`config.mk`:
```
export PLATFORM = sky130hd
export DESIGN_NAME = int32_reduction_combiner
export DESIGN_NICKNAME = d
export VERILOG_FILES = /design/src/irc_pkg.sv /design/src/irc_csr.sv /design/src/irc_fold.sv /design/src/int32_reduction_combiner.sv
export VERILOG_INCLUDE_DIRS = /design/src /design/src/src
export SDC_FILE = /design/constraint.sdc
export NUM_CORES = 2
export LEC_CHECK = 0
export BUFFER_PORTS_ARGS = -buffer_cell sky130_fd_sc_hd__clkbuf_2
export CORE_ASPECT_RATIO = 0.5
export CORE_UTILIZATION = 69
export CTS_CLUSTER_DIAMETER = 120
export CTS_CLUSTER_SIZE = 25
export DETAILED_ROUTE_END_ITERATION = 10
export PLACE_DENSITY = 0.94
export SETUP_SLACK_MARGIN = 0.15
export SKIP_CTS_REPAIR_TIMING = 1
export SYNTH_ARGS = -nofsm -noshare
export SYNTH_HDL_FRONTEND = slang
export SYNTH_HIERARCHICAL = 1
export SYNTH_SLANG_ARGS = --single-unit
```
`constraint.sdc`:
```
create_clock -name clock -period 18.9 [get_ports clock]
set_input_delay 3.78 -clock clock [delete_from_list [all_inputs] [get_ports clock]]
set_output_delay 3.78 -clock clock [all_outputs]
set_load 0.01 [all_outputs]
```
`src/assert_macros.svh`:
```
// assert_macros.svh: assertion macros used by the top RTL file of the combiner.
// Depends on nothing; build with NO_ASSERTIONS defined to drop every check.
`ifndef ASSERT_MACROS_SVH
`define ASSERT_MACROS_SVH

`ifndef NO_ASSERTIONS

// Check a property on every rising edge, suspended while reset is high.
`define IRC_ASSERT(label, clk, rst, prop) \
   label: assert property (@(posedge clk) disable iff (rst) prop) \
      else $error("irc assertion failed");

// Check a property on every rising edge, reset included.
`define IRC_ASSERT_ALWAYS(label, clk, prop) \
   label: assert property (@(posedge clk) prop) \
      else $error("irc assertion failed");

`else

`define IRC_ASSERT(label, clk, rst, prop)
`define IRC_ASSERT_ALWAYS(label, clk, prop)

`endif

`endif

```
`src/irc_pkg.sv`:
```
// irc_pkg: widths, operation codes, register indexes and the config struct
// for the int32 reduction combiner. Depends on nothing.
`timescale 1ns / 1ps

package irc_pkg;

   localparam int DATA_W          = 32;
   localparam int OP_W            = 4;
   localparam int COUNT_W         = 5;
   localparam int CSR_INDEX_W     = 2;
   localparam int CSR_DATA_W      = 8;
   localparam int DEF_MAX_SOURCES = 16;

   // Operation codes
   localparam logic [OP_W-1:0] OP_BAND   = 4'd0;
   localparam logic [OP_W-1:0] OP_BOR    = 4'd1;
   localparam logic [OP_W-1:0] OP_BXOR   = 4'd2;
   localparam logic [OP_W-1:0] OP_LAND   = 4'd3;
   localparam logic [OP_W-1:0] OP_LOR    = 4'd4;
   localparam logic [OP_W-1:0] OP_LXOR   = 4'd5;
   localparam logic [OP_W-1:0] OP_MAX    = 4'd6;
   localparam logic [OP_W-1:0] OP_MIN    = 4'd7;
   localparam logic [OP_W-1:0] OP_PROD   = 4'd8;
   localparam logic [OP_W-1:0] OP_SUM    = 4'd9;
   localparam logic [OP_W-1:0] OP_MAXLOC = 4'd10;
   localparam logic [OP_W-1:0] OP_MINLOC = 4'd11;

   // Register indexes
   localparam logic [CSR_INDEX_W-1:0] REG_REDUCE_OP    = 2'd0;
   localparam logic [CSR_INDEX_W-1:0] REG_SOURCE_COUNT = 2'd1;

   // Reset values
   localparam logic [OP_W-1:0]    RESET_REDUCE_OP    = OP_SUM;
   localparam logic [COUNT_W-1:0] RESET_SOURCE_COUNT = 5'd2;

   typedef struct packed {
      logic [OP_W-1:0]    reduce_op;
      logic [COUNT_W-1:0] source_count;
   } cfg_type;

   function automatic logic is_loc_op(input logic [OP_W-1:0] op);
      is_loc_op = (op == OP_MAXLOC) || (op == OP_MINLOC);
   endfunction

endpackage

```
`src/irc_csr.sv`:
```
// irc_csr: configuration registers of the combiner (operation, sources per element).
// Depends on irc_pkg.
`timescale 1ns / 1ps

module irc_csr
   import irc_pkg::*;
(
   input  logic                   clock,
   input  logic                   reset,
   input  logic                   csr_valid,
   output logic                   csr_ready,
   input  logic [CSR_INDEX_W-1:0] csr_index,
   input  logic [CSR_DATA_W-1:0]  csr_data,
   output cfg_type                cfg
);

   cfg_type cfg_ff;
   cfg_type cfg_in;

   // Always take writes; the index picks the register, others drop
   assign csr_ready = 1'b1;

   always_comb begin
      cfg_in = cfg_ff;
      if (csr_valid) begin
         case (csr_index)
            REG_REDUCE_OP:    cfg_in.reduce_op    = csr_data[OP_W-1:0];
            REG_SOURCE_COUNT: cfg_in.source_count = csr_data[COUNT_W-1:0];
            default:          cfg_in = cfg_ff;
         endcase
      end
   end

   always_ff @(posedge clock) begin
      if (reset) begin
         cfg_ff.reduce_op    <= RESET_REDUCE_OP;
         cfg_ff.source_count <= RESET_SOURCE_COUNT;
      end else begin
         cfg_ff <= cfg_in;
      end
   end

   assign cfg = cfg_ff;

endmodule

```
`src/irc_fold.sv`:
```
// irc_fold: one accumulator update; folds a source into the running value and location.
// Depends on irc_pkg.
`timescale 1ns / 1ps

module irc_fold
   import irc_pkg::*;
(
   input  logic [OP_W-1:0]          reduce_op,
   input  logic                     first,
   input  logic signed [DATA_W-1:0] acc_value,
   input  logic signed [DATA_W-1:0] acc_location,
   input  logic signed [DATA_W-1:0] src_value,
   input  logic signed [DATA_W-1:0] src_location,
   output logic signed [DATA_W-1:0] next_value,
   output logic signed [DATA_W-1:0] next_location
);

   logic acc_nz;
   logic src_nz;
   logic acc_gt;
   logic acc_eq;
   logic loc_gt;
   logic take_src;
   logic [DATA_W-1:0] product;

   assign acc_nz  = (acc_value != '0);
   assign src_nz  = (src_value != '0);
   assign acc_gt  = (acc_value > src_value);
   assign acc_eq  = (acc_value == src_value);
   assign loc_gt  = (acc_location > src_location);
   assign product = DATA_W'(acc_value * src_value);

   // Winner select for maxloc and minloc; ties go to the smaller location
   always_comb begin
      if (reduce_op == OP_MAXLOC) begin
         take_src = (!acc_gt && !acc_eq) || (acc_eq && loc_gt);
      end else begin
         take_src = acc_gt || (acc_eq && loc_gt);
      end
   end

   always_comb begin
      next_location = acc_location;
      if (first) begin
         next_value    = src_value;
         next_location = src_location;
      end else begin
         case (reduce_op)
            OP_BAND: next_value = acc_value & src_value;
            OP_BOR:  next_value = acc_value | src_value;
            OP_BXOR: next_value = acc_value ^ src_value;
            OP_LAND: next_value = DATA_W'(acc_nz && src_nz);
            OP_LOR:  next_value = DATA_W'(acc_nz || src_nz);
            OP_LXOR: next_value = DATA_W'(acc_nz != src_nz);
            OP_MAX:  next_value = acc_gt ? acc_value : src_value;
            OP_MIN:  next_value = acc_gt ? src_value : acc_value;
            OP_PROD: next_value = product;
            OP_MAXLOC, OP_MINLOC: begin
               next_value    = take_src ? src_value : acc_value;
               next_location = take_src ? src_location : acc_location;
            end
            default: next_value = acc_value + src_value;
         endcase
      end
   end

endmodule

```
`src/int32_reduction_combiner.sv`:
```
// int32_reduction_combiner: input register, accumulator fold and result register.
// Depends on irc_pkg, irc_csr, irc_fold and assert_macros.svh.
//
//   channel | ports                                       | direction
//   --------+---------------------------------------------+----------
//   req     | req_valid/req_stall, value, location, last  | in
//   rsp     | rsp_valid/rsp_stall, value, location, end   | out
//   csr     | csr_valid/csr_ready, csr_index, csr_data    | in
//
// One item is taken every cycle unless an element ends while a result is stalled;
// the accumulator loop (one 32x32 product or compare per cycle) sets that rate.
// A result shows on rsp once its last item has passed the input register and the
// fold into the output register. Synchronous reset clears the pipeline valids,
// the source count and the end-of-vector flag and sets the config registers to
// reset values. A stalled result holds in the output register; other items flow.
`timescale 1ns / 1ps
`include "assert_macros.svh"

module int32_reduction_combiner
   import irc_pkg::*;
#(
   parameter int MAX_SOURCES = DEF_MAX_SOURCES
)(
   input  logic                     clock,
   input  logic                     reset,
   input  logic                     req_valid,
   output logic                     req_stall,
   input  logic signed [DATA_W-1:0] req_value,
   input  logic signed [DATA_W-1:0] req_location,
   input  logic                     req_last_element,
   output logic                     rsp_valid,
   input  logic                     rsp_stall,
   output logic signed [DATA_W-1:0] rsp_result_value,
   output logic signed [DATA_W-1:0] rsp_result_location,
   output logic                     rsp_end_of_vector,
   input  logic                     csr_valid,
   output logic                     csr_ready,
   input  logic [CSR_INDEX_W-1:0]   csr_index,
   input  logic [CSR_DATA_W-1:0]    csr_data
);

   localparam int SIZE_W = $clog2(MAX_SOURCES + 1);
   localparam int CMP_W  = (SIZE_W > COUNT_W) ? SIZE_W : COUNT_W;
   localparam int SEEN_W = $clog2(MAX_SOURCES);

   cfg_type cfg;

   // Input register
   logic                     in_valid_ff, in_valid_in;
   logic signed [DATA_W-1:0] in_value_ff, in_location_ff;
   logic                     in_last_ff;

   // Accumulator
   logic signed [DATA_W-1:0] acc_value_ff, acc_location_ff;
   logic [SEEN_W-1:0]        seen_ff, seen_in;
   logic                     vend_ff, vend_in;

   // Output register
   logic                     out_valid_ff, out_valid_in;
   logic signed [DATA_W-1:0] out_value_ff, out_location_ff;
   logic                     out_end_ff;

   logic signed [DATA_W-1:0] fold_value, fold_location;
   logic [CMP_W-1:0]         count_ext, group_size, seen_next;
   logic                     group_done, out_free, fold_fire, req_take;

   irc_csr u_csr (
      .clock     (clock),
      .reset     (reset),
      .csr_valid (csr_valid),
      .csr_ready (csr_ready),
      .csr_index (csr_index),
      .csr_data  (csr_data),
      .cfg       (cfg)
   );

   irc_fold u_fold (
      .reduce_op     (cfg.reduce_op),
      .first         (seen_ff == '0),
      .acc_value     (acc_value_ff),
      .acc_location  (acc_location_ff),
      .src_value     (in_value_ff),
      .src_location  (in_location_ff),
      .next_value    (fold_value),
      .next_location (fold_location)
   );

   // Group size: zero means one, saturate at MAX_SOURCES
   always_comb begin
      count_ext = CMP_W'(cfg.source_count);
      if (count_ext == '0) begin
         group_size = CMP_W'(1);
      end else if (count_ext > CMP_W'(MAX_SOURCES)) begin
         group_size = CMP_W'(MAX_SOURCES);
      end else begin
         group_size = count_ext;
      end
   end

   assign seen_next  = CMP_W'(seen_ff) + CMP_W'(1);
   assign group_done = (seen_next >= group_size);

   // Handshake: fold unless a finished element finds the output blocked
   assign out_free  = !out_valid_ff || !rsp_stall;
   assign fold_fire = in_valid_ff && (!group_done || out_free);
   assign req_stall = in_valid_ff && !fold_fire;
   assign req_take  = req_valid && !req_stall;

   assign in_valid_in = req_take || (in_valid_ff && !fold_fire);

   // Advance the source count and the end-of-vector flag
   always_comb begin
      seen_in = seen_ff;
      vend_in = vend_ff;
      if (fold_fire) begin
         if (group_done) begin
            seen_in = '0;
            vend_in = 1'b0;
         end else begin
            seen_in = seen_ff + SEEN_W'(1);
            vend_in = vend_ff | in_last_ff;
         end
      end
   end

   always_comb begin
      if (fold_fire && group_done) begin
         out_valid_in = 1'b1;
      end else if (!rsp_stall) begin
         out_valid_in = 1'b0;
      end else begin
         out_valid_in = out_valid_ff;
      end
   end

   // Control registers
   always_ff @(posedge clock) begin
      if (reset) begin
         in_valid_ff  <= 1'b0;
         out_valid_ff <= 1'b0;
         seen_ff      <= '0;
         vend_ff      <= 1'b0;
      end else begin
         in_valid_ff  <= in_valid_in;
         out_valid_ff <= out_valid_in;
         seen_ff      <= seen_in;
         vend_ff      <= vend_in;
      end
   end

   // Payload registers: load input on accept, fold on fire, hold result
   always_ff @(posedge clock) begin
      if (req_take) begin
         in_value_ff    <= req_value;
         in_location_ff <= req_location;
         in_last_ff     <= req_last_element;
      end
      if (fold_fire) begin
         acc_value_ff    <= fold_value;
         acc_location_ff <= fold_location;
      end
      if (fold_fire && group_done) begin
         out_value_ff    <= fold_value;
         out_location_ff <= is_loc_op(cfg.reduce_op) ? fold_location : '0;
         out_end_ff      <= vend_ff | in_last_ff;
      end
   end

   assign rsp_valid           = out_valid_ff;
   assign rsp_result_value    = out_value_ff;
   assign rsp_result_location = out_location_ff;
   assign rsp_end_of_vector   = out_end_ff;

   `IRC_ASSERT(a_no_overwrite, clock, reset, (fold_fire && group_done) |-> out_free)
   `IRC_ASSERT(a_count_clears, clock, reset, (fold_fire && group_done) |=> (seen_ff == '0))
   `IRC_ASSERT(a_stall_needs_item, clock, reset, req_stall |-> in_valid_ff)
   `IRC_ASSERT_ALWAYS(a_reset_empty, clock, $past(reset) |-> (!out_valid_ff && !in_valid_ff))

endmodule

```
**Word level (Yosys, flattened, before mapping)**

Index checks and enable logic that the tools add are counted.

- Add/sub/neg operators: 3
- Multiply operators: 1
- $lt $le $gt $ge: 4
- Equal/unequal tests: 14
- Mux-type cells: 15
- Bitwise gates (word level): 4
- Reductions and logical operators: 30

Operators by type and width:

| operator | count |
|---|---|
| case mux 32 bit (10 select lines) | 1 |
| two-way mux 32 bit | 7 |
| > comparator 32 bit | 2 |
| nonzero test 32 bit | 2 |
| adder 32 bit | 1 |
| bitwise AND 32 bit | 1 |
| == test 32 bit | 1 |
| multiplier 32 x 32 -> 32 bit | 1 |
| bitwise OR 32 bit | 1 |
| bitwise XOR 32 bit | 1 |
| == test 4 x 3 -> 1 bit, second input constant | 4 |
| == test 4 bit, second input constant | 3 |
| two-way mux 5 bit | 2 |
| == test 4 x 2 -> 1 bit, second input constant | 2 |
| logical NOT 4 bit | 2 |
| logical AND 1 bit | 7 |
| logical NOT 1 bit | 7 |
| logical OR 1 bit | 7 |
| adder 4 x 1 -> 5 bit, second input constant | 1 |
| greater-or-equal comparator 5 bit | 1 |
| > comparator 5 bit, second input constant | 1 |
| logical NOT 5 bit | 1 |
| adder 4 x 1 -> 4 bit, second input constant | 1 |
| == test 4 x 1 -> 1 bit, second input constant | 1 |
| other kinds (9) | 13 |

- Bits in registers: 210
- Output and inout bits: 68

**Depth between registers and ports, before layout**

- Word-level depth: 12
- Depth in mapped cells: 30
- Gate-level depth less buffers: 28

**Cells and area by module**

The synthesis kept the hierarchy.

By module, submodules not included:

| module | instances | cells an instance | area each (um^2) |
|---|---|---|---|
| irc_fold | 1 | 2661 | 21431.8 |
| int32_reduction_combiner | 1 | 299 | 6628.9 |
| irc_csr | 1 | 41 | 411.6 |

**Worst setup path before layout**

No wires, ideal clock.

- Path type: input port to output port
- Start: input port rsp_stall
- End: output port req_stall
- Arrival: 4.078 ns
- Required time: 15.120 ns
- Path slack: 11.042 ns
- Stages on the path: 2
- Cells stage by stage: nand2_1 nor2_1

- Longest elaborated chain between the ends: 6

RTL lines:

| element | line | text |
|---|---|---|
| from (decl) | int32_reduction_combiner.sv:32 | `input logic rsp_stall,` |
| logical NOT 1 bit | - |  |
| logical OR 1 bit | int32_reduction_combiner.sv:104 | `assign out_free = !out_valid_ff \|\| !rsp_stall;` |
| logical OR 1 bit | int32_reduction_combiner.sv:105 | `assign fold_fire = in_valid_ff && (!group_done \|\| out_free);` |
| logical AND 1 bit | int32_reduction_combiner.sv:105 |  |
| logical NOT 1 bit | int32_reduction_combiner.sv:106 | `assign req_stall = in_valid_ff && !fold_fire;` |
| logical AND 1 bit | int32_reduction_combiner.sv:106 |  |
| to (decl) | int32_reduction_combiner.sv:27 | `output logic req_stall,` |

No other way between the ends.

**Final worst setup path**

- Start: register acc_value_ff[8]
- End: register out_value_ff[30] (netlist: rsp_result_value[30]) (data pin)

- Longest elaborated chain between the ends: 8
- Elaborated cells on any way between the ends: 16
- Those cells by class: 1 x add/sub; 1 x mul; 1 x order compare; 1 x eq/ne; 6 x mux; 6 x reduce/logical

RTL lines:

| element | line | text |
|---|---|---|
| from (decl) | int32_reduction_combiner.sv:54 | `logic signed [DATA_W-1:0] acc_value_ff, acc_location_ff;` |
| from (signal assigned) | int32_reduction_combiner.sv:159 | `acc_value_ff <= fold_value;` |
| parallel branches: the longest is 6 deep, another holds multiplier 32 x 32 -> 32 bit | - |  |
| case mux 32 bit (10 select lines) * | irc_fold.sv:48 | `case (reduce_op)` |
| two-way mux 32 bit * | irc_fold.sv:44 | `if (first) begin` |
| named net fold_value[30] | int32_reduction_combiner.sv:63 | `logic signed [DATA_W-1:0] fold_value, fold_location;` |
| to (signal assigned) | int32_reduction_combiner.sv:163 | `out_value_ff <= fold_value;` |
| to (decl) | int32_reduction_combiner.sv:60 | `logic signed [DATA_W-1:0] out_value_ff, out_location_ff;` |

Mark *: on every way through the listed nets, which the timed path passes.
A chain may end at the register's enable or synchronous reset.

==> impl_results.md <==
- RR Endpoint: rsp_result_value[30]
- Type of the setup path with the least slack: flop to flop
- WL/cell: around 25 um
- Maximum clock path buffer count: 3
- Wire length of the first global-routing pass: 139 mm
- DR iter-0 viols: ~3500
- Total Routed Length: 91.6 mm
- Utilization of the core after routing: 73.9%
- TritonCTS clock tree: built
- Layout overhead on the synthesized area: 5.23%
- FP Rows: 52
- Pin count of the biggest net entering global routing: 66
- Number of failing hold endpoints at the final stage: 0
- Count of yosys warnings during synthesis: 6
- Final sum of negative setup slack: 0 ps
- Top fanout value on the critical path: 16
- Number of clock buffers inserted by TritonCTS: 12
- Placer's final routability congestion estimate: 1.09
- Number of synthesized flops with an enable pin: roughly 190
- NumNets Final: 3819
- Number of different library cells in the post-synthesis netlist: 89
- Area of the placeable core: 40500 sq um
- Global Route Usage Sum: 44.1%
- Tcrit/Tclk final: 50.4%
- Worst hold endpoint: u_csr/cfg[4]
- Unrepaired setup endpoints after global routing: no
- Combined area of all synthesized cells: 28500 sq um
- Primary flip-flop cell chosen by synthesis mapping: sky130_fd_sc_hd__edfxtp_1
- Count of maximum capacitance violations: 0
- Floorplan die height: 146 um
- Achievable Freq: around 0.10 GHz
- Startpoint of the worst hold path: u_csr/cfg[4]
- Fraction of final layout cells with drive strength greater than 1: 8.76%
- Synthesized netlist cell count: 3001
- Mean Syn Cell Area: about 9.5 sq um
- DP HPWL: 68.2 mm
- Clock-pin slew of the registers on the worst-case setup and hold paths: 110 ps
- Min cycle time layout: 9530 ps
- Clock skew after layout: 17.1 ps
- Final max-slew violation count: 0
- Most used cells in the layout excluding fill and tap cells: 537 x sky130_fd_sc_hd__inv_1, 409 x sky130_fd_sc_hd__fa_1, 406 x sky130_fd_sc_hd__nor2_1
- Die Width: 289 um
- I/O pin total: 148
- Worst slew pin tran: roughly 1400 ps
- Register-to-Register Path Depth: 26
- DRC: 0
- Post-synthesis register bit count: 210
- Async S/R FF share, synth: 0%
- Startpoint of the worst-slack reg-to-reg timing path: acc_value_ff[8]
- WP data required: ~19000 ps
- Nets in the synthesized netlist: 3777
- Headroom to the max-slew limit: between 9 and 10%
- Vias in the first global route: 24700
- Port bufs: 143
- Worst hold path type: flop to flop
- Via density per instance: 6.60
- Instance count along the most critical hold path: 2
- Type of destination of the critical path: flop
- Seq/Total Area, Yosys: 21.6%
- Via count of the routed design: 23700
- Most common library cell in the layout ignoring fill and taps: sky130_fd_sc_hd__inv_1
- CTS Sinks: 210
- Startpoint kind of the worst setup timing path: flop
- Effective utilization at floorplan: 70.2%
- Root Buffer Master: sky130_fd_sc_hd__clkbuf_16
- Die area: 42100 sq um
- First-pass detailed-route iteration total: 10
- Level count of the clock H-tree: 1
- Antenna violations before repair: 4
- Final-report setup violation count: 0
- Post-route ant nets: 0
- Crit path arrival time: 9800 ps
- Worst reg-to-reg setup slack: 9370 ps
- Clock latency on the worst-skew pair: 510 ps
- Run status: completed
- Total congestion overflow: 0
## worst max-delay path by stage
stage | slack, ps | startpoint | to
floorplan | 11040 | rsp_stall | req_stall
global placement | 10110 | acc_value_ff[8] | rsp_result_value[30]
detailed placement | 9990 | acc_value_ff[8] | rsp_result_value[30]
CTS | 9950 | acc_value_ff[8] | acc_value_ff[30]
global route | 9320 | acc_value_ff[8] | rsp_result_value[30]
finish | 9370 | acc_value_ff[8] | rsp_result_value[30]
## final cells by class
cell class | count | area (sq um)
Tap cell | 540 | 676
Antenna cell | 2 | 5.00
Multi-Input combinational cell | 2090 | 19700
Clock buffer | 17 | 319
Clock inverter | 3 | 36.3
Inverter | 548 | 2060
Sequential cell | 210 | 6150
Timing Repair Buffer | 181 | 1000
Fill cell | 2670 | 10600
## layer usage
layer	up-vias	routed length, um	GRT usage [%]
li1	9660	-	-
met1	11300	31600	57.8
met2	2165	37900	63.5
met3	588	15400	16.8
met4	2	6610	24.2
met5	-	70	0
## state kept, by name (all words and copies together) (netlist names)
name and count:
acc_location_ff 32, acc_value_ff 32, in_last_ff 1, in_location_ff 32, in_valid_ff 1, in_value_ff 32, rsp_end_of_vector 1, rsp_result_location 32
rsp_result_value 32, rsp_valid 1, seen_ff 4, u_csr/cfg 9, vend_ff 1
## cell usage after synthesis (22+ instances only)
cell type	count	area [sq um]
sky130_fd_sc_hd__inv_1	537	2020
sky130_fd_sc_hd__fa_1	409	8190
sky130_fd_sc_hd__nor2_1	407	1530
sky130_fd_sc_hd__ha_1	287	3590
sky130_fd_sc_hd__nand2_1	245	920
sky130_fd_sc_hd__edfxtp_1	194	5830
sky130_fd_sc_hd__clkbuf_1	118	443
sky130_fd_sc_hd__a21oi_1	115	576
sky130_fd_sc_hd__xnor2_1	86	753
sky130_fd_sc_hd__o21ai_0	61	305
sky130_fd_sc_hd__and2_1	35	219
sky130_fd_sc_hd__a21o_1	33	248
sky130_fd_sc_hd__mux2_2	31	349
sky130_fd_sc_hd__xor2_1	26	228
sky130_fd_sc_hd__a221oi_1	23	201
sky130_fd_sc_hd__nand2b_1	22	138
## critical path, stage by stage (launching register included)
cell and delay, ps:
sky130_fd_sc_hd__edfxtp_1 960, sky130_fd_sc_hd__inv_1 740, sky130_fd_sc_hd__nor2_1 350, sky130_fd_sc_hd__fa_1 450, sky130_fd_sc_hd__fa_1 500, sky130_fd_sc_hd__fa_1 500
sky130_fd_sc_hd__inv_1 50, sky130_fd_sc_hd__fa_1 550, sky130_fd_sc_hd__inv_1 60, sky130_fd_sc_hd__ha_1 270, sky130_fd_sc_hd__ha_1 290, sky130_fd_sc_hd__fa_1 500
sky130_fd_sc_hd__inv_1 60, sky130_fd_sc_hd__fa_1 470, sky130_fd_sc_hd__inv_1 50, sky130_fd_sc_hd__ha_1 340, sky130_fd_sc_hd__o21ai_0 200, sky130_fd_sc_hd__nor2b_1 190
sky130_fd_sc_hd__a211oi_1 420, sky130_fd_sc_hd__o21ai_0 280, sky130_fd_sc_hd__o21ai_0 230, sky130_fd_sc_hd__o211a_1 240, sky130_fd_sc_hd__a2111oi_0 110, sky130_fd_sc_hd__a21oi_1 590
sky130_fd_sc_hd__mux2i_1 350, sky130_fd_sc_hd__a221oi_1 120, sky130_fd_sc_hd__a221oi_1 410
## through the flow
step | setup WS [ps] | std cells | hold WS [ps] | cell area, sq um
finish | 9370 | 3591 | 528 | 30000
global placement | 10110 | 3569 | 472 | 29600
global route | 9320 | 3589 | 519 | 30000
CTS | 9950 | 3589 | 509 | 30000
detailed placement | 9990 | 3569 | 489 | 29600
floorplan | 11040 | 3001 | 449 | 28500
## kinds of logic after synthesis
family	after synthesis	synth area share, %
AO/OA/AOI/OAI	384	9.08
XOR/XNOR	113	3.52
adder cells (fa/ha/maj)	696	41.4
buffers and inverters	701	9.42
flip-flops	210	21.6
multiplexers	53	2.00
other	1	0.0132
AND/OR/NAND/NOR	843	13.0
Power is left out: the tool's default activity adds up to more than one toggle a clock period on the data nets, which glitch-free logic cannot reach.
